$ cat config.mk
export PLATFORM = sky130hd
export DESIGN_NAME = line_space_and_comment_cleaner
export DESIGN_NICKNAME = d
export VERILOG_FILES = /design/src/sv/lscc_pkg.sv /design/src/sv/line_space_and_comment_cleaner.sv /design/src/sv/lscc_front.sv /design/src/sv/lscc_fifo.sv /design/src/sv/lscc_back.sv
export SDC_FILE = /design/constraint.sdc
export NUM_CORES = 1
export LEC_CHECK = 0
export ABC_AREA = 0
export BUFFER_PORTS_ARGS = -buffer_cell sky130_fd_sc_hd__buf_2
export CORE_MARGIN = 5
export CORE_UTILIZATION = 60
export DETAILED_ROUTE_END_ITERATION = 10
export HOLD_SLACK_MARGIN = 0.05
export PLACE_DENSITY = 0.83
export SLEW_MARGIN = 20
export SYNTH_ARGS = -nofsm -noshare
export SYNTH_HDL_FRONTEND = slang
export SYNTH_SLANG_ARGS = --single-unit
$ cat constraint.sdc
create_clock -name clk_i -period 7.2 [get_ports clk_i]
set_input_delay 0.72 -clock clk_i [delete_from_list [all_inputs] [get_ports clk_i]]
set_output_delay 0.72 -clock clk_i [all_outputs]
set_load 0.02 [all_outputs]
$ cat src/sv/lscc_pkg.sv
`timescale 1ns / 1ps
// ----------------------------------------------------------------------------
// lscc_pkg: shared types and constants
// Character codes and the command item that passes from front to back.
// ----------------------------------------------------------------------------
package lscc_pkg;

  localparam int unsigned CharW = 16;

  localparam logic [CharW-1:0] ChSpace = 16'h0020;
  localparam logic [CharW-1:0] ChSlash = 16'h002F;
  localparam logic [CharW-1:0] ChBang  = 16'h0021;
  localparam logic [CharW-1:0] ChHash  = 16'h0023;

  // Result slots, emitted from the lowest set bit up
  localparam int unsigned SlotSpace = 0;
  localparam int unsigned SlotSl1   = 1;
  localparam int unsigned SlotSl2   = 2;
  localparam int unsigned SlotChar  = 3;
  localparam int unsigned SlotBare  = 4;
  localparam int unsigned SlotN     = 5;

  localparam int unsigned QDepth = 4;
  localparam int unsigned QPtrW  = $clog2(QDepth);

  typedef struct packed {
    logic [SlotN-1:0] mask;  // results still to send
    logic [CharW-1:0] ch;    // character for the char slot
    logic             eol;   // last result closes the line
  } cmd_t;

endpackage

$ cat src/sv/line_space_and_comment_cleaner.sv
`timescale 1ns / 1ps
// ----------------------------------------------------------------------------
// line_space_and_comment_cleaner: text line cleaner
// Collapses and trims spaces and strips '//' and '#' comments from lines.
// ----------------------------------------------------------------------------
// Usage:
//   s_axis: one 16-bit character per item, s_tlast marks the line's last one.
//   m_axis: cleaned characters; m_tuser=1 when m_tdata holds a character,
//     m_tuser=0 for a bare end-of-line marker; m_tlast closes each line.
//   An input item may cause zero to four results. The classifier decides
//   them on acceptance and queues one command (4 deep); the sequencer sends
//   one result per cycle from the head command while m_tready is high.
//   Path: a result passes through its queue entry, then the output register.
//   Throughput: one item per cycle while items yield at most one result and
//   m_tready is high; an item yielding several results sends them one per
//   cycle through the single output register, and the queue absorbs the rest.
//   Stall: when m_tready is low the output register holds, the queue fills,
//   and s_tready drops only once the queue is full.
//   Reset: asynchronous, active low; line state returns to line start and
//   the queue and output are emptied.
// ----------------------------------------------------------------------------
module line_space_and_comment_cleaner
  import lscc_pkg::*;
(
  input  logic             clk_i,
  input  logic             rst_ni,
  input  logic             s_tvalid,
  output logic             s_tready,
  input  logic [CharW-1:0] s_tdata,   // [15:0] in_char
  input  logic             s_tlast,   // line_end
  output logic             m_tvalid,
  input  logic             m_tready,
  output logic [CharW-1:0] m_tdata,   // [15:0] out_char
  output logic             m_tuser,   // char_valid
  output logic             m_tlast    // end_of_line
);

  cmd_t push_cmd, head_cmd;
  logic push, pop, q_full, q_empty;

  lscc_front u_front (
    .clk_i      (clk_i),
    .rst_ni     (rst_ni),
    .s_tvalid_i (s_tvalid),
    .s_tready_o (s_tready),
    .s_tdata_i  (s_tdata),
    .s_tlast_i  (s_tlast),
    .q_full_i   (q_full),
    .q_push_o   (push),
    .q_cmd_o    (push_cmd)
  );

  lscc_fifo u_fifo (
    .clk_i   (clk_i),
    .rst_ni  (rst_ni),
    .push_i  (push),
    .din_i   (push_cmd),
    .pop_i   (pop),
    .dout_o  (head_cmd),
    .full_o  (q_full),
    .empty_o (q_empty)
  );

  lscc_back u_back (
    .clk_i      (clk_i),
    .rst_ni     (rst_ni),
    .head_i     (head_cmd),
    .empty_i    (q_empty),
    .pop_o      (pop),
    .m_tvalid_o (m_tvalid),
    .m_tready_i (m_tready),
    .m_tdata_o  (m_tdata),
    .m_tuser_o  (m_tuser),
    .m_tlast_o  (m_tlast)
  );

endmodule

$ cat src/sv/lscc_front.sv
`timescale 1ns / 1ps
// ----------------------------------------------------------------------------
// lscc_front: input classifier
// Tracks line state and turns each character into a command of up to four
// results; commands that produce nothing are not queued.
// ----------------------------------------------------------------------------
module lscc_front
  import lscc_pkg::*;
(
  input  logic             clk_i,
  input  logic             rst_ni,
  input  logic             s_tvalid_i,
  output logic             s_tready_o,
  input  logic [CharW-1:0] s_tdata_i,   // [15:0] in_char
  input  logic             s_tlast_i,   // line_end
  input  logic             q_full_i,
  output logic             q_push_o,
  output cmd_t             q_cmd_o
);

  logic       at_start_q, at_start_d;
  logic       space_q, space_d;
  logic [1:0] held_q, held_d;
  logic       resolved_q, resolved_d;
  logic       cut_q, cut_d;
  logic [SlotN-1:0] mask;
  logic       accept;

  assign s_tready_o = !q_full_i;
  assign accept     = s_tvalid_i && !q_full_i;

  // Classify the character against the held state
  always_comb begin
    logic [CharW-1:0] c;
    c          = s_tdata_i;
    mask       = '0;
    at_start_d = at_start_q;
    space_d    = space_q;
    held_d     = held_q;
    resolved_d = resolved_q;
    cut_d      = cut_q;

    if (!cut_q) begin
      if (held_q == 2'd2) begin
        if (c == ChBang) begin
          resolved_d           = 1'b1;
          held_d               = 2'd0;
          mask[SlotSpace]      = space_q;
          mask[SlotSl1]        = 1'b1;
          mask[SlotSl2]        = 1'b1;
          mask[SlotChar]       = 1'b1;
          space_d              = 1'b0;
        end else begin
          space_d = 1'b0;
          held_d  = 2'd0;
          cut_d   = 1'b1;
        end
      end else if (held_q == 2'd1) begin
        if (c == ChSlash) begin
          held_d = 2'd2;
        end else begin
          held_d          = 2'd0;
          mask[SlotSpace] = space_q;
          mask[SlotSl1]   = 1'b1;
          space_d         = 1'b0;
          if (c == ChSpace) begin
            space_d = 1'b1;
          end else if (c == ChHash) begin
            cut_d = 1'b1;
          end else begin
            mask[SlotChar] = 1'b1;
          end
        end
      end else begin
        if (c == ChSpace) begin
          if (!at_start_q) space_d = 1'b1;
        end else if (c == ChHash) begin
          space_d = 1'b0;
          cut_d   = 1'b1;
        end else if (c == ChSlash && !resolved_q) begin
          held_d = 2'd1;
        end else begin
          mask[SlotSpace] = space_q;
          mask[SlotChar]  = 1'b1;
          space_d         = 1'b0;
        end
      end
    end

    if (mask[SlotChar:SlotSpace] != '0) at_start_d = 1'b0;

    // Line end: a lone held slash goes out, an empty result becomes a bare marker, then state returns to reset
    if (s_tlast_i) begin
      if (!cut_d && held_d == 2'd1) begin
        mask[SlotSpace] = mask[SlotSpace] | space_d;
        mask[SlotSl1]   = 1'b1;
      end
      if (mask == '0) mask[SlotBare] = 1'b1;
      at_start_d = 1'b1;
      space_d    = 1'b0;
      held_d     = 2'd0;
      resolved_d = 1'b0;
      cut_d      = 1'b0;
    end
  end

  assign q_push_o     = accept && (mask != '0);
  assign q_cmd_o.mask = mask;
  assign q_cmd_o.ch   = s_tdata_i;
  assign q_cmd_o.eol  = s_tlast_i;

  // Line state
  always_ff @(posedge clk_i or negedge rst_ni) begin
    if (!rst_ni) begin
      at_start_q <= 1'b1;
      space_q    <= 1'b0;
      held_q     <= 2'd0;
      resolved_q <= 1'b0;
      cut_q      <= 1'b0;
    end else if (accept) begin
      at_start_q <= at_start_d;
      space_q    <= space_d;
      held_q     <= held_d;
      resolved_q <= resolved_d;
      cut_q      <= cut_d;
    end
  end

endmodule

$ cat src/sv/lscc_fifo.sv
`timescale 1ns / 1ps
// ----------------------------------------------------------------------------
// lscc_fifo: command queue
// Small register queue between classifier and result sequencer.
// ----------------------------------------------------------------------------
module lscc_fifo
  import lscc_pkg::*;
(
  input  logic clk_i,
  input  logic rst_ni,
  input  logic push_i,
  input  cmd_t din_i,
  input  logic pop_i,
  output cmd_t dout_o,
  output logic full_o,
  output logic empty_o
);

  cmd_t             mem_q [QDepth];
  logic [QPtrW-1:0] wr_ptr_q, rd_ptr_q;
  logic [QPtrW:0]   count_q;

  assign full_o  = (count_q == (QPtrW+1)'(QDepth));
  assign empty_o = (count_q == '0);
  assign dout_o  = mem_q[rd_ptr_q];

  // Storage
  always_ff @(posedge clk_i) begin
    if (push_i) mem_q[wr_ptr_q] <= din_i;
  end

  // Pointers and fill level
  always_ff @(posedge clk_i or negedge rst_ni) begin
    if (!rst_ni) begin
      wr_ptr_q <= '0;
      rd_ptr_q <= '0;
      count_q  <= '0;
    end else begin
      if (push_i) wr_ptr_q <= wr_ptr_q + 1'b1;
      if (pop_i)  rd_ptr_q <= rd_ptr_q + 1'b1;
      if (push_i && !pop_i)      count_q <= count_q + 1'b1;
      else if (!push_i && pop_i) count_q <= count_q - 1'b1;
    end
  end

endmodule

$ cat src/sv/lscc_back.sv
`timescale 1ns / 1ps
// ----------------------------------------------------------------------------
// lscc_back: result sequencer
// Walks the slots of the head command one result per cycle, while m_tready
// does not stall the output, into the output register.
// ----------------------------------------------------------------------------
module lscc_back
  import lscc_pkg::*;
(
  input  logic             clk_i,
  input  logic             rst_ni,
  input  cmd_t             head_i,
  input  logic             empty_i,
  output logic             pop_o,
  output logic             m_tvalid_o,
  input  logic             m_tready_i,
  output logic [CharW-1:0] m_tdata_o,   // [15:0] out_char
  output logic             m_tuser_o,   // char_valid
  output logic             m_tlast_o    // end_of_line
);

  logic             busy_q, busy_d;
  logic [SlotN-1:0] mask_q, mask_d;
  logic             out_valid_q;
  logic [CharW-1:0] out_char_q, out_char_d;
  logic             out_user_q, out_user_d;
  logic             out_last_q, out_last_d;
  logic [SlotN-1:0] cur_mask, low_bit, rem;
  logic             load, work;

  assign load     = !out_valid_q || m_tready_i;
  assign work     = busy_q || !empty_i;
  assign cur_mask = busy_q ? mask_q : head_i.mask;
  assign low_bit  = cur_mask & (~cur_mask + 1'b1);
  assign rem      = cur_mask & ~low_bit;
  assign pop_o    = load && work && (rem == '0);

  // Pick the next result of the head command
  always_comb begin
    busy_d     = busy_q;
    mask_d     = mask_q;
    out_char_d = head_i.ch;
    out_user_d = 1'b1;
    out_last_d = 1'b0;
    if (low_bit[SlotSpace]) begin
      out_char_d = ChSpace;
    end else if (low_bit[SlotSl1] || low_bit[SlotSl2]) begin
      out_char_d = ChSlash;
    end else if (low_bit[SlotBare]) begin
      out_char_d = '0;
      out_user_d = 1'b0;
    end
    if (load && work) begin
      if (rem == '0) begin
        busy_d     = 1'b0;
        out_last_d = head_i.eol;
      end else begin
        busy_d = 1'b1;
        mask_d = rem;
      end
    end
  end

  always_ff @(posedge clk_i or negedge rst_ni) begin
    if (!rst_ni) begin
      busy_q      <= 1'b0;
      mask_q      <= '0;
      out_valid_q <= 1'b0;
    end else begin
      busy_q <= busy_d;
      mask_q <= mask_d;
      if (load) out_valid_q <= work;
    end
  end

  // Output payload
  always_ff @(posedge clk_i) begin
    if (load && work) begin
      out_char_q <= out_char_d;
      out_user_q <= out_user_d;
      out_last_q <= out_last_d;
    end
  end

  assign m_tvalid_o = out_valid_q;
  assign m_tdata_o  = out_char_q;
  assign m_tuser_o  = out_user_q;
  assign m_tlast_o  = out_last_q;

`ifndef SYNTH
  // A bare marker only ever closes a line
  a_bare_is_eol: assert property (@(posedge clk_i) disable iff (!rst_ni)
    (m_tvalid_o && !m_tuser_o) |-> m_tlast_o)
    else $error("bare result without end of line");

  a_bare_zero: assert property (@(posedge clk_i) disable iff (!rst_ni)
    (m_tvalid_o && !m_tuser_o) |-> (m_tdata_o == '0))
    else $error("bare result carries a character");

  a_pop_nonempty: assert property (@(posedge clk_i) disable iff (!rst_ni)
    pop_o |-> !empty_i)
    else $error("pop from empty queue");

  a_busy_mask: assert property (@(posedge clk_i) disable iff (!rst_ni)
    busy_q |-> (mask_q != '0))
    else $error("sequencer busy with no slots left");
`endif

endmodule
After elaboration in Yosys (flattened, before gate mapping)

Memory sizes are Yosys's and may differ from the RTL's.
Cells that the tools add are included.

Add/subtract/negate cells: 5
Equal/unequal tests: 9
Mux-type cells: 64
Bitwise operators: 6
Reduce and logical (&&, ||, !) cells: 32

Operators with widths:

| cell                | count |
|---|---|
| $eq 16x6->1 const B | 4 |
| $mux 1              | 44 |
| $mux 2              | 13 |
| $mux 4              | 3 |
| $and 5x5->5         | 2 |
| $not 5->5           | 2 |
| $logic_and 1x1->1   | 8 |
| $reduce_bool 2->1   | 4 |
| $logic_not 1->1     | 7 |
| $mux 3              | 2 |
| $mux 6              | 1 |
| $add 5x1->5 const B | 1 |
| $logic_not 5->1     | 1 |
| $mux 5              | 1 |
| $reduce_bool 5->1   | 1 |
| $add 2x1->2 const B | 2 |
| $eq 2x1->1 const B  | 2 |
| $logic_not 4->1     | 1 |
| $reduce_and 2->1    | 2 |
| $reduce_and 4->1    | 1 |
| $reduce_bool 4->1   | 1 |
| $add 3x1->3 const B | 1 |
| $eq 3x3->1 const B  | 1 |
| $logic_not 3->1     | 1 |
| other kinds (8)     | 10 |

Flip-flop bits (word level): 38
Bits in writable memories: 88
Input port bits: 21
Logic and storage cells: 133
Memories kept: 1

Memory list:

| memory       | words | bits a word | rd ports | clocked after memory_dff | wr ports | RTL line        | RTL |
|---|---|---|---|---|---|---|---|
| u_fifo.mem_q | 4     | 22          | 1        | 0                        | 1        | lscc_fifo.sv:19 | `cmd_t mem_q [QDepth];` |

Depth between registers and ports, before layout

Gate-level depths: netlist of run 1.

Depth in word-level cells: 21
Mapped depth: 12
Depth with buffers taken out: 11

Hierarchy

Synthesis of run 1 repeated with hierarchy kept, for this count alone.

Cell total of the unflattened synthesis: 339
Area, all modules: 5565.3 µm²

Modules (own cells, without submodules):

| module     | times used | cells each | area an instance (µm²) | seq. area each (µm²) |
|---|---|---|---|---|
| lscc_fifo  | 1          | 149        | 3604.7                 | 2817.7 |
| lscc_back  | 1          | 91         | 1157.4                 | 690.7 |
| lscc_front | 1          | 99         | 803.3                  | 151.4 |

Least setup slack after synthesis of run 1

Ideal clock, no wire load.

Path type: in2reg
Start point: input port s_tdata[13]
End point: register u_fifo.count_q[2]
Setup time: 0.079 ns
Arrival: 3.172 ns
Data required time: 7.121 ns
Slack: 3.949 ns
Stages on the path: 11
Buffers on the path: 0
Cell sequence: or4_1 > nor3_4 > nand4_4 > a31oi_4 > o21a_4 > ha_1 > inv_1 > fa_1 > xor2_1 > nor2_1 > xor2_1

Cells in the longest elaborated chain, start to end: 20
Elaborated cells on any way between the ends: 62

Ends and longest elaborated chain:

| item                        | RTL line                             | RTL |
|---|---|---|
| from (decl)                 | line_space_and_comment_cleaner.sv:29 | `input logic [CharW-1:0] s_tdata,` |
| $eq 16x6->1                 | lscc_front.sv:59, lscc_front.sv:80   |  |
| $logic_and 1x1->1           | lscc_front.sv:80                     | `end else if (c == ChSlash && !resolved_q) begin` |
| $mux 2                      | lscc_front.sv:80                     |  |
| $mux 2                      | lscc_front.sv:77                     | `end else if (c == ChHash) begin` |
| $mux 2                      | lscc_front.sv:75                     | `if (c == ChSpace) begin` |
| $mux 2                      | lscc_front.sv:58                     | `end else if (held_q == 2'd1) begin` |
| $mux 2                      | lscc_front.sv:44                     | `if (held_q == 2'd2) begin` |
| $mux 2                      | lscc_front.sv:43                     | `if (!cut_q) begin` |
| (+5 left out)               | n/a                                  |  |
| $mux 1                      | lscc_front.sv:98                     | `if (mask == '0) mask[SlotBare] = 1'b1;` |
| $mux 1                      | lscc_front.sv:93                     | `if (s_tlast_i) begin` |
| $reduce_bool 5->1 *         | lscc_front.sv:107                    | `assign q_push_o = accept && (mask != '0);` |
| $logic_and 1x1->1 *         | lscc_front.sv:107                    |  |
| via push                    | line_space_and_comment_cleaner.sv:39 | `logic push, pop, q_full, q_empty;` |
| $logic_not 1->1             | lscc_fifo.sv:42                      | `else if (!push_i && pop_i) count_q <= count_q - 1'b1;` |
| $logic_and 1x1->1           | lscc_fifo.sv:42                      |  |
| $reduce_bool 2->1 (no line) | n/a                                  |  |
| to (signal assigned)        | lscc_fifo.sv:41                      | `if (push_i && !pop_i) count_q <= count_q + 1'b1;` |
| to (signal assigned)        | lscc_fifo.sv:42                      |  |
| to (decl)                   | lscc_fifo.sv:21                      | `logic [QPtrW:0] count_q;` |

The timed path passes the listed nets; every way through them passes the cells marked *. The select of a mux whose other input is x is not followed.
A chain may end at the register's enable or synchronous reset.

Worst setup path in the final report of run 1

Start point: register u_fifo.rd_ptr_q[0]
End point: register u_fifo.count_q[1]

Cells in the longest elaborated chain, start to end: 12
Elaborated cells on any way between the ends: 14

Ends and longest elaborated chain:

| item                                        | RTL line        | RTL |
|---|---|---|
| from (decl)                                 | lscc_fifo.sv:20 | `logic [QPtrW-1:0] wr_ptr_q, rd_ptr_q;` |
| from (signal assigned)                      | lscc_fifo.sv:40 | `if (pop_i) rd_ptr_q <= rd_ptr_q + 1'b1;` |
| $mem_v2 4x22 *                              | n/a             |  |
| $mux 5 *                                    | lscc_back.sv:33 | `assign cur_mask = busy_q ? mask_q : head_i.mask;` |
| $not 5->5                                   | lscc_back.sv:34 | `assign low_bit = cur_mask & (~cur_mask + 1'b1);` |
| $add 5x1->5                                 | lscc_back.sv:34 |  |
| $and 5x5->5                                 | lscc_back.sv:34 |  |
| $not 5->5                                   | lscc_back.sv:35 | `assign rem = cur_mask & ~low_bit;` |
| $and 5x5->5 *                               | lscc_back.sv:35 |  |
| $logic_not 5->1 *                           | lscc_back.sv:36 | `assign pop_o = load && work && (rem == '0);` |
| $logic_and 1x1->1 *                         | lscc_back.sv:36 |  |
| $logic_not 1->1                             | lscc_fifo.sv:41 |  |
| $logic_and 1x1->1                           | lscc_fifo.sv:41 |  |
| $mux 3 or $reduce_bool 2->1 (tied branches) | n/a             |  |

Every way passes the cells marked *; elsewhere a longest branch is shown, timed or not.

==> results of run 1 <==
-- stage by stage --
stage          setup slack [ns]  instances  utilization  hold WS, ns  instance area, um^2
5_1_grt                   3.643        492       0.7091       0.1663                 6153
6_report                  3.901        492       0.7091       0.1480                 6153
4_1_cts                   3.571        492       0.7089       0.1434                 6152
3_5_place_dp              3.598        460       0.6453       0.4672                 5600
2_1_floorplan             3.949        324            -       0.4244                 5318
3_3_place_gp              3.706        460       0.6453       0.4569                 5600
-- cell type report --
cell class	instances	area share
Multi-Input combinational cell	177	0.2542
Tap cell	108	0.02196
Inverter	9	0.005490
Sequential cell	125	0.5950
Clock buffer	18	0.06791
Timing Repair Buffer	41	0.03375
Clock inverter	14	0.02176
-- sequential cells by signal, summed over array words and instances (netlist names) --
signal and flops:
u_back.busy_q 1, u_back.m_tdata_o 16, u_back.m_tlast_o 1, u_back.m_tuser_o 1, u_back.m_tvalid_o 1, u_back.mask_q 4
u_fifo.count_q 3, u_fifo.mem_q 88, u_fifo.rd_ptr_q 2, u_fifo.wr_ptr_q 2, u_front.at_start_q 1, u_front.cut_q 1
u_front.held_q 2, u_front.resolved_q 1, u_front.space_q 1
-- layout by cell type (no fill, tap or decap), drive strengths merged, types with 2 or more instances in the layout --
master,instances
a22o,4
nand4,3
buf,41
nand2,19
xnor2,3
clkbuf,18
a22oi,2
ha,5
nor2b,3
mux2i,7
or4,3
clkinv,5
o31ai,2
mux2,2
dfrtp,18
and3,11
nand2b,6
or2,5
nor4,4
a21oi,11
a21o,5
and2,8
inv,14
nand3,4
edfxtp,106
clkinvlp,3
o211ai,3
nor3,5
o21ai,9
mux4,19
nor2,13
xor2,4
-- routing by layer --
layer	vias up	part of all wire	GRT usage
met5	-	0	0
met4	0	0.017	0.07308
met3	16	0.074	0.06021
met2	134	0.50	0.3201
met1	1505	0.41	0.2796
li1	1362	-	-
-- cells by family (layout without fill, tap and decap cells) --
group	after synthesis	count (layout)	share of synthesized area
flip-flops	125	125	0.6882
AND/OR/NAND/NOR	89	89	0.1012
AO/OA/AOI/OAI	46	46	0.06470
multiplexers	28	28	0.09929
buffers and inverters	22	82	0.01765
adder cells (fa/ha/maj)	7	7	0.01741
XOR/XNOR	7	7	0.01153
-- worst paths after layout --
kind | from | endpoint | slack, ns | cells past startpoint
max | u_fifo.rd_ptr_q[0] | u_fifo.count_q[1] | 3.90 | 9
min | rst_ni | u_back.busy_q | 0.15 | 1
max reg2reg | u_fifo.rd_ptr_q[0] | u_fifo.count_q[1] | 3.90 | 9
min reg2reg | u_back.mask_q[2] | u_back.mask_q[2] | 0.49 | 1
max in group asynchronous | rst_ni | u_front.at_start_q | 6.71 | 1
min in group clk_i | s_tdata[6] | u_fifo.mem_q[0][7] | 0.43 | 1
-- critical path, delay by kind of cell, from the launching register on --
kind | cells | cell delay (ns)
multiplexers | 2 | 0.90
AO/OA/AOI/OAI | 3 | 0.81
adder cells (fa/ha/maj) | 2 | 0.60
buffers and inverters | 2 | 0.54
flip-flops | 1 | 0.32
-- report_power, final --
group	internal (mW)	leakage, nW	switching (mW)
clock network	0.463	0.266	0.316
registers	1.01	1.21	0.105
logic	0.343	0.846	0.494
total	1.81	2.32	0.915
==> impl_metrics.yaml, run 1 <==
run_status:
  run_status: "finished clean"
pwr:
  power.ir.vdd_worst_mv: 0.2087
  static-leakage-power_nw: 2.323
  total_power_density_per_cell_area_mw_per_mm2: 443.3
  design_power_total_mw: 2.728
layout:
  proportion_of_layout_cells_with_a_drive_suffix_above_1: 0.3021
  ff_latch_area_mm2: 0.003661
  multi_input_area_mm2: 0.001564
  filler_cell_count: 554
  areaGrowthSynthToFinish_pct: 15.72
  design.final.nets: 398
  antenna_diode_count: 0
route:
  route.detailed.wl_per_inst_um: 21.08
  drc_errors: 0
  detailroute.via_count: 3017
  dr.pass1.iters: 5
  drt-vias-per-instance: 6.132
  ant_nets: 0
  drt-total-wl_mm: 10.37
  drt_iter0_drc: 192
grt:
  antenna_found_initial: 0
  largest_net_degree_at_the_start_of_global_routing: 28
  global_route_wire_length_before_repair_mm: 16.76
  grt_use_total: 0.2060
  first_global_vias: 3030
  overflow: 0
floorplan:
  chipWidth_um: 104.1
  core_area_mm2: 0.008678
  io-pin-count: 41
  placement_rows: 34
  fp.dieArea_mm2: 0.01085
  initial_core_util: 0.6127
  die-height_um: 104.1
critical_path:
  cpPeakStageDelay_ns: 0.63
  cp-start-kind: "flip-flop"
  end_kind: "flip-flop"
  maximum_net_fanout_on_the_critical_path: 27
  critical_path_data_arrival_time_ns: 3.70
  worst_setup_path_type: "flip-flop to flip-flop"
  critical_path.slowest_cell: "sky130_fd_sc_hd__mux4_2"
  req_time_crit_path_ns: 7.60
  crit_path_cell_trace: "buf_4 -> mux4_2 -> a21oi_1 -> o211ai_1 -> a21o_1 -> ha_1 -> inv_1 -> fa_1 -> mux2_2"
place:
  dpl_hpwl_mm: 6.444
  place.gp.congestion: 0.8274
  port_buffers: 40
job:
  drv_cap: 0
synthesis:
  netlist_instances: 324
  dominantRegCellSynth: "sky130_fd_sc_hd__edfxtp_1"
  synth-edff-count: 106
  mappedNetlistArea_mm2: 0.005318
  synth_commonest_cells: "106 x sky130_fd_sc_hd__edfxtp_1, 19 x sky130_fd_sc_hd__mux4_2, 19 x sky130_fd_sc_hd__nand2_1"
  cell_type_with_the_largest_total_area_after_synthesis: "sky130_fd_sc_hd__edfxtp_1"
  yosysTopAreaCellShare: 0.5986
  synth.yosys.seq_area_share: 0.6882
  postSynthNetCount: 351
  synth_async_sr_flop_share: 0.1520
  synth.avg_cell_area_um2: 16.41
  ys_ff_latch: 125
  synth.most_common_cell: "sky130_fd_sc_hd__edfxtp_1"
  synth_top_cells_by_area: "sky130_fd_sc_hd__edfxtp_1 60%, sky130_fd_sc_hd__dfrtp_1 8.5%, sky130_fd_sc_hd__mux4_2 8.0%"
  synth.lib_cells_used.distinct: 58
  ys_warn_count: 0
cts:
  number_of_cts_inserted_buffers: 17
  tritoncts: "yes"
  post_cts_resized: 0
  post_cts_buffers: 0
  clock_tree.root_cell: "sky130_fd_sc_hd__clkbuf_8"
  htree_levels: 4
  cts.path.max_buffers: 2
  hold_buffers: 0
  clk-insertion-delay-late_ns: 0.52
  clkTransAtPathRegs_ns: 0.06
  cts_sinks: 125
timing:
  fmaxAchievable_mhz: 303.1
  fin_setup_tns_ns: 0
  report.final.slew_viol_count: 0
  grt_setup_unrepaired: "no"
  number_of_setup_violations_in_the_final_report: 0
  worst_slew_margin_rel: 0.3495
  finClkSkew_ns: 0.01307
  timing_worst_slew_pin_value_ns: 0.9757
  final.period_utilization: 0.4582
  finalCriticalPeriod_ns: 3.299
  timing_hold_violations_final: 0
worst_hold_path:
  hold_path_class: "primary input to asynchronous set/reset pin"
(Power assumes the default switching activity.)
==> run 2, diff against run 1 <==
--- a/config.mk
+++ b/config.mk
@@ -8,10 +8,10 @@
 export ABC_AREA = 0
 export BUFFER_PORTS_ARGS = -buffer_cell sky130_fd_sc_hd__buf_2
 export CORE_MARGIN = 5
-export CORE_UTILIZATION = 60
+export CORE_UTILIZATION = 54
 export DETAILED_ROUTE_END_ITERATION = 10
 export HOLD_SLACK_MARGIN = 0.05
-export PLACE_DENSITY = 0.83
+export PLACE_DENSITY = 0.79
 export SLEW_MARGIN = 20
 export SYNTH_ARGS = -nofsm -noshare
 export SYNTH_HDL_FRONTEND = slang
==> constraint.sdc (replaced) <==
create_clock -name clk_i -period 2.9 [get_ports clk_i]
set_input_delay 0.29 -clock clk_i [delete_from_list [all_inputs] [get_ports clk_i]]
set_output_delay 0.29 -clock clk_i [all_outputs]
set_load 0.02 [all_outputs]
==> run 2 against run 1 <==
Clock-buffer cell count down 1; register-to-register slack worse by 3.8 ns; clock skew fell by 0.0035 ns; critical path depth rose by 2; core utilization shrank 2.5 points; final area increased by 7.6%; via count increased by 5.2%; sequential share of layout area decreased by 4.2 points; first-iteration DRC count grew 4.7%; global-route usage down 0.84 points; flip-flop and latch count unchanged; critical path type is now primary input to flip-flop.
==> impl_metrics.yaml, run 2 (synthesis results as in run 1) <==
timing:
  finClkSkew_ns: 0.009614
  post-route-worst-setup-slack_ns: 0.1142
  fmaxAchievable_mhz: 359.0
  number_of_setup_violations_in_the_final_report: 0
  report.final.slew_viol_count: 0
  final.period_utilization: 0.9606
  finalCriticalPeriod_ns: 2.786
  worst_slew_margin_rel: 0.5767
  timing_worst_slew_pin_value_ns: 0.6350
  timing_hold_violations_final: 0
critical_path:
  maximum_net_fanout_on_the_critical_path: 8
  end_kind: "flip-flop"
  reg2reg_slack_ns: 0.14
  req_time_crit_path_ns: 3.30
  ff2ff_path_depth: 11
  reg2reg_from: "u_back.busy_q"
  critical_path_data_arrival_time_ns: 3.19
  rr_endpoint: "u_fifo.count_q[2]"
  worst_setup_path_type: "primary input to flip-flop"
  cp-start-kind: "primary input"
job:
  drv_cap: 0
layout:
  filler_cell_count: 615
  design.final.nets: 441
  antenna_diode_count: 0
  largest_register_ffs: 88
  areaGrowthSynthToFinish_pct: 24.54
  final_common_cell: "sky130_fd_sc_hd__edfxtp_1"
  proportion_of_layout_cells_with_a_drive_suffix_above_1: 0.3724
  fin_util: 0.6839
  layout.cells.most_common_list: "106 x sky130_fd_sc_hd__edfxtp_1, 38 x sky130_fd_sc_hd__buf_2, 35 x sky130_fd_sc_hd__buf_4"
  register_name_with_the_most_flops: "u_fifo.mem_q"
cts:
  tritoncts: "yes"
  htree_levels: 4
  cts.path.max_buffers: 2
  clk-insertion-delay-late_ns: 0.52
  number_of_cts_inserted_buffers: 17
  clkTransAtPathRegs_ns: 0.06
  clock_tree.root_cell: "sky130_fd_sc_hd__clkbuf_8"
  cts_sinks: 125
floorplan:
  die-height_um: 109.2
  core_area_mm2: 0.009684
  chipWidth_um: 109.2
  initial_core_util: 0.5491
  placement_rows: 36
  io-pin-count: 41
  fp.dieArea_mm2: 0.01193
run_status:
  run_status: "finished clean"
pwr:
  power.ir.vdd_worst_mv: 0.6329
  total_power_density_per_cell_area_mw_per_mm2: 1096
  static-leakage-power_nw: 2.564
grt:
  largest_net_degree_at_the_start_of_global_routing: 23
  first_global_vias: 3261
  grt_use_total: 0.1976
  overflow: 0
  global_route_wire_length_before_repair_mm: 17.19
  antenna_found_initial: 0
place:
  place.gp.congestion: 0.8354
  port_buffers: 40
  place_worst_setup_slack_ns: -0.06431
  dpl_hpwl_mm: 6.642
worst_hold_path:
  worstHoldPathCells: 2
  holdCritStartpoint: "s_tdata[11]"
  hold_path_class: "primary input to flip-flop"
  hold-path-endpoint: "u_fifo.mem_q[1][12]"
route:
  detailroute.via_count: 3175
  ant_nets: 0
  met1_length_mm: 4.631
  drt-vias-per-instance: 5.670
  drt_iter0_drc: 201
  dr.pass1.iters: 5
  drc_errors: 0
  route.detailed.wl_per_inst_um: 19.23
  routed-wl-met3_um: 458
  top_layer_used: "met4"
  drt-total-wl_mm: 10.77
  wl_met2_mm: 5.400
==> run 2: how the worst max path moves through the flow <==
stage,slack [ns],to,startpoint,cells past startpoint
6_report,0.11,u_fifo.count_q[1],s_tdata[1],11
3_5_place_dp,-0.06,u_fifo.count_q[1],s_tdata[4],11
4_1_cts,0.02,u_fifo.count_q[1],u_fifo.rd_ptr_q[0],10
5_1_grt,-0.06,u_fifo.count_q[2],u_fifo.rd_ptr_q[0],12
3_3_place_gp,0.0004,u_fifo.count_q[1],s_tdata[4],11
2_1_floorplan,0.08,u_fifo.count_q[2],s_tdata[13],11
==> run 2: critical path, cell delays in order <==
cell and delay, ns:
sky130_fd_sc_hd__dlygate4sd3_1 0.53, sky130_fd_sc_hd__buf_2 0.16, sky130_fd_sc_hd__or4_1 0.57, sky130_fd_sc_hd__o211ai_1 0.17, sky130_fd_sc_hd__a21o_1 0.22, sky130_fd_sc_hd__a31oi_4 0.12
sky130_fd_sc_hd__o21a_4 0.23, sky130_fd_sc_hd__ha_2 0.18, sky130_fd_sc_hd__inv_1 0.07, sky130_fd_sc_hd__fa_1 0.38, sky130_fd_sc_hd__mux2_2 0.26
==> run 2: metal layers <==
| metal | up-vias | global-route usage |
|---|---|---|
| met5 | - | 0 |
| met4 | 0 | 0.08014 |
| met2 | 94 | 0.3224 |
| li1 | 1450 | - |
| met3 | 26 | 0.04559 |
| met1 | 1605 | 0.2582 |
==> run 2: where the power goes <==
part / switching [mW] / internal (mW)
registers: 0.213 / 2.50
clock network: 0.810 / 1.32
logic: 1.31 / 1.10
==> run 2: timing repair <==
item | in CTS | in global routing
setup endpoints to repair | 2 | 66
setup buffers | 0 | 6
gates resized for setup | 1 | 12
endpoints found under the hold margin | 52 | 0
hold buffers | 10 | 0
pin swaps | 0 | 13
==> run 2: final cells by class <==
class                   count  area, um^2  share of cell area
inverters                   9       33.78            0.005101
repair buffers             84       569.3             0.08596
well taps                 133       166.4             0.02513
clock inverters            15       186.4             0.02815
flip-flops and latches    125        3664              0.5532
clock buffers              17       414.1             0.06254
multi-input cells         177        1589              0.2399
==> run 2: per-stage QoR <==
stage | cell area (um^2) | TNS [ns] | cells | power (mW) | hold slack, ns
floorplan | 5318 | 0 | 324 | 4.281 | -0.005591
global placement | 5849 | 0 | 514 | 4.947 | 0.2653
detailed placement | 5849 | -0.6642 | 514 | 5.035 | 0.2808
CTS | 6551 | 0 | 556 | 7.204 | 0.05266
global route | 6623 | -0.09370 | 560 | 7.642 | 0.07483
finish | 6623 | 0 | 560 | 7.258 | 0.08134
==> run 3, diff against run 2 <==
==> constraint.sdc (replaced) <==
create_clock -name clk_i -period 2.9 [get_ports clk_i]
set_input_delay 0.58 -clock clk_i [delete_from_list [all_inputs] [get_ports clk_i]]
set_output_delay 0.58 -clock clk_i [all_outputs]
set_load 0.02 [all_outputs]
==> run 3 against run 2 <==
Global-route usage shrank 0.53 points; highest routed layer unchanged; via count shrank 0.72%; clock power shrank 7%; non-clock buffer count grew 1; total power shrank 0.73%; largest power group unchanged; first-iteration DRC count shrank 2.5%; worst hold slack gained 0.22 ns; setup slack gained 0.00060 ns; critical path type is now flip-flop to flip-flop; final area is essentially flat; largest cell class unchanged; core utilization is essentially flat.
==> impl_metrics.yaml, run 3 (synthesis results as in run 1) <==
floorplan:
  io-pin-count: 41
  fp.dieArea_mm2: 0.01193
  initial_core_util: 0.5491
  die-height_um: 109.2
  chipWidth_um: 109.2
  placement_rows: 36
  core_area_mm2: 0.009684
cts:
  cts_sinks: 125
  clkTransAtPathRegs_ns: 0.06
  clock_tree.root_cell: "sky130_fd_sc_hd__clkbuf_8"
  tritoncts: "yes"
  htree_levels: 4
  number_of_cts_inserted_buffers: 17
  cts.path.max_buffers: 2
  clk-insertion-delay-late_ns: 0.52
layout:
  post-route-cell-area_mm2: 0.006621
  proportion_of_layout_cells_with_a_drive_suffix_above_1: 0.3832
  design.final.nets: 442
  layout.cells.most_common_list: "106 x sky130_fd_sc_hd__edfxtp_1, 40 x sky130_fd_sc_hd__buf_2, 39 x sky130_fd_sc_hd__buf_4"
  areaGrowthSynthToFinish_pct: 24.52
  register_name_with_the_most_flops: "u_fifo.mem_q"
  fin_util: 0.6837
  antenna_diode_count: 0
  final_common_cell: "sky130_fd_sc_hd__edfxtp_1"
  largest_register_ffs: 88
worst_hold_path:
  hold-path-endpoint: "u_fifo.mem_q[0][15]"
  worstHoldPathCells: 1
  hold_path_class: "primary input to flip-flop"
  holdCritStartpoint: "s_tdata[14]"
grt:
  overflow: 0
  first_global_vias: 3217
  grt_use_total: 0.1923
  antenna_found_initial: 0
  largest_net_degree_at_the_start_of_global_routing: 23
  global_route_wire_length_before_repair_mm: 16.59
route:
  drc_errors: 0
  route.detailed.wl_per_inst_um: 18.37
  detailroute.via_count: 3152
  drt-total-wl_mm: 10.30
  drt_iter0_drc: 196
  dr.pass1.iters: 5
  drt-vias-per-instance: 5.619
  ant_nets: 0
critical_path:
  cpPeakStageDelay_ns: 0.47
  worst_setup_path_type: "flip-flop to flip-flop"
  reg2reg_slack_ns: 0.11
  critical_path.slowest_cell: "sky130_fd_sc_hd__dfrtp_2"
  end_kind: "flip-flop"
  ff2ff_path_depth: 12
  req_time_crit_path_ns: 3.35
  crit_path_cell_trace: "buf_4 -> mux2i_1 -> a22oi_2 -> nand2_1 -> o211ai_1 -> a21o_1 -> ha_4 -> inv_2 -> fa_2 -> xor2_1 -> nor2_1 -> xor2_1"
  reg2reg_from: "u_fifo.rd_ptr_q[0]"
  maximum_net_fanout_on_the_critical_path: 6
  rr_endpoint: "u_fifo.count_q[2]"
  critical_path_data_arrival_time_ns: 3.23
  cp-start-kind: "flip-flop"
  worst_path_most_repeated_cell: "sky130_fd_sc_hd__xor2_1"
job:
  drv_cap: 0
timing:
  finalCriticalPeriod_ns: 2.785
  final.period_utilization: 0.9604
  timing_hold_violations_final: 0
  number_of_setup_violations_in_the_final_report: 0
  report.final.slew_viol_count: 0
  fmaxAchievable_mhz: 359.0
  worst_slew_margin_rel: 0.6349
  timing_worst_slew_pin_value_ns: 0.5456
  finClkSkew_ns: 0.007267
  finalHoldWorstSlack_ns: 0.3047
run_status:
  run_status: "finished clean"
pwr:
  power.ir.vdd_worst_mv: 0.5148
  static-leakage-power_nw: 2.550
  total_power_density_per_cell_area_mw_per_mm2: 1088
place:
  place.gp.congestion: 0.9034
  dpl_hpwl_mm: 6.627
  placed_area_mm2: 0.005996
  port_buffers: 40
==> run 3: cell types whose count changed in the layout (fill, tap and decap cells not counted), moves of 4 or more <==
cell	previous run	this run
sky130_fd_sc_hd__dlygate4sd3_1	8	1
sky130_fd_sc_hd__clkinv_1	0	4
sky130_fd_sc_hd__buf_4	35	39
sky130_fd_sc_hd__buf_12	0	5
==> run 3: how the worst max path moves through the flow <==
stage / startpoint / to / slack (ns) / depth (start not counted)
after detailed placement: s_tdata[14] / u_fifo.count_q[1] / -0.29 / 10
final: u_fifo.rd_ptr_q[0] / u_fifo.count_q[2] / 0.11 / 12
after CTS: u_fifo.rd_ptr_q[0] / u_fifo.count_q[2] / 0.01 / 12
after global placement: s_tdata[14] / u_fifo.count_q[1] / -0.22 / 10
after floorplan: s_tdata[14] / u_fifo.count_q[1] / -0.09 / 9
after global routing: u_fifo.rd_ptr_q[0] / u_fifo.count_q[2] / -0.02 / 12
==> run 3: layout make-up <==
cell class                      instances  area (um^2)
Sequential cell                       125         3664
Fill cell                             631         3063
Multi-Input combinational cell        177         1595
Timing Repair Buffer                   85        603.1
Clock buffer                           17        414.1
Tap cell                              133        166.4
Clock inverter                         15        145.1
Inverter                                9        33.78
==> run 3: where the power goes <==
part	switching [mW]	internal [mW]	leakage, nW
clock	0.764	1.21	0.261
sequential	0.230	2.50	1.21
combinational	1.30	1.20	1.08
total	2.29	4.91	2.55
==> run 3: per-stage QoR <==
| stage | total power [mW] | setup TNS (ns) | setup slack [ns] | instances |
|---|---|---|---|---|
| 2_1_floorplan | 4.308 | -0.1656 | -0.09073 | 324 |
| 3_3_place_gp | 5.047 | -1.947 | -0.2181 | 524 |
| 3_5_place_dp | 5.139 | -6.570 | -0.2949 | 524 |
| 4_1_cts | 7.157 | 0 | 0.01146 | 557 |
| 5_1_grt | 7.584 | -0.02245 | -0.02245 | 561 |
| 6_report | 7.205 | 0 | 0.1148 | 561 |
==> run 3: worst max-delay path, delay by kind of cell, from the launching register on <==
family | cells | cell delay (ns)
flip-flops | 1 | 0.47
AND/OR/NAND/NOR | 2 | 0.27
buffers and inverters | 2 | 0.24
adder cells (fa/ha/maj) | 2 | 0.54
XOR/XNOR | 2 | 0.28
multiplexers | 1 | 0.14
AO/OA/AOI/OAI | 3 | 0.76
==> run 3: layer usage <==
metal	vias to the layer above	global-route usage	part of all wire
li1	1446	-	-
met1	1592	0.2350	0.41
met2	97	0.3154	0.51
met3	17	0.06217	0.055
met4	0	0.08281	0.020
met5	-	0	0
==> run 3: timing repair <==
action                                  4_1_cts  5_1_grt
resized for setup                             1        4
hold buffers                                  1        0
pin swaps                                     0        3
hold endpoints to repair                     18        0
setup buffers                                 0        4
endpoints found under the setup margin        2        2
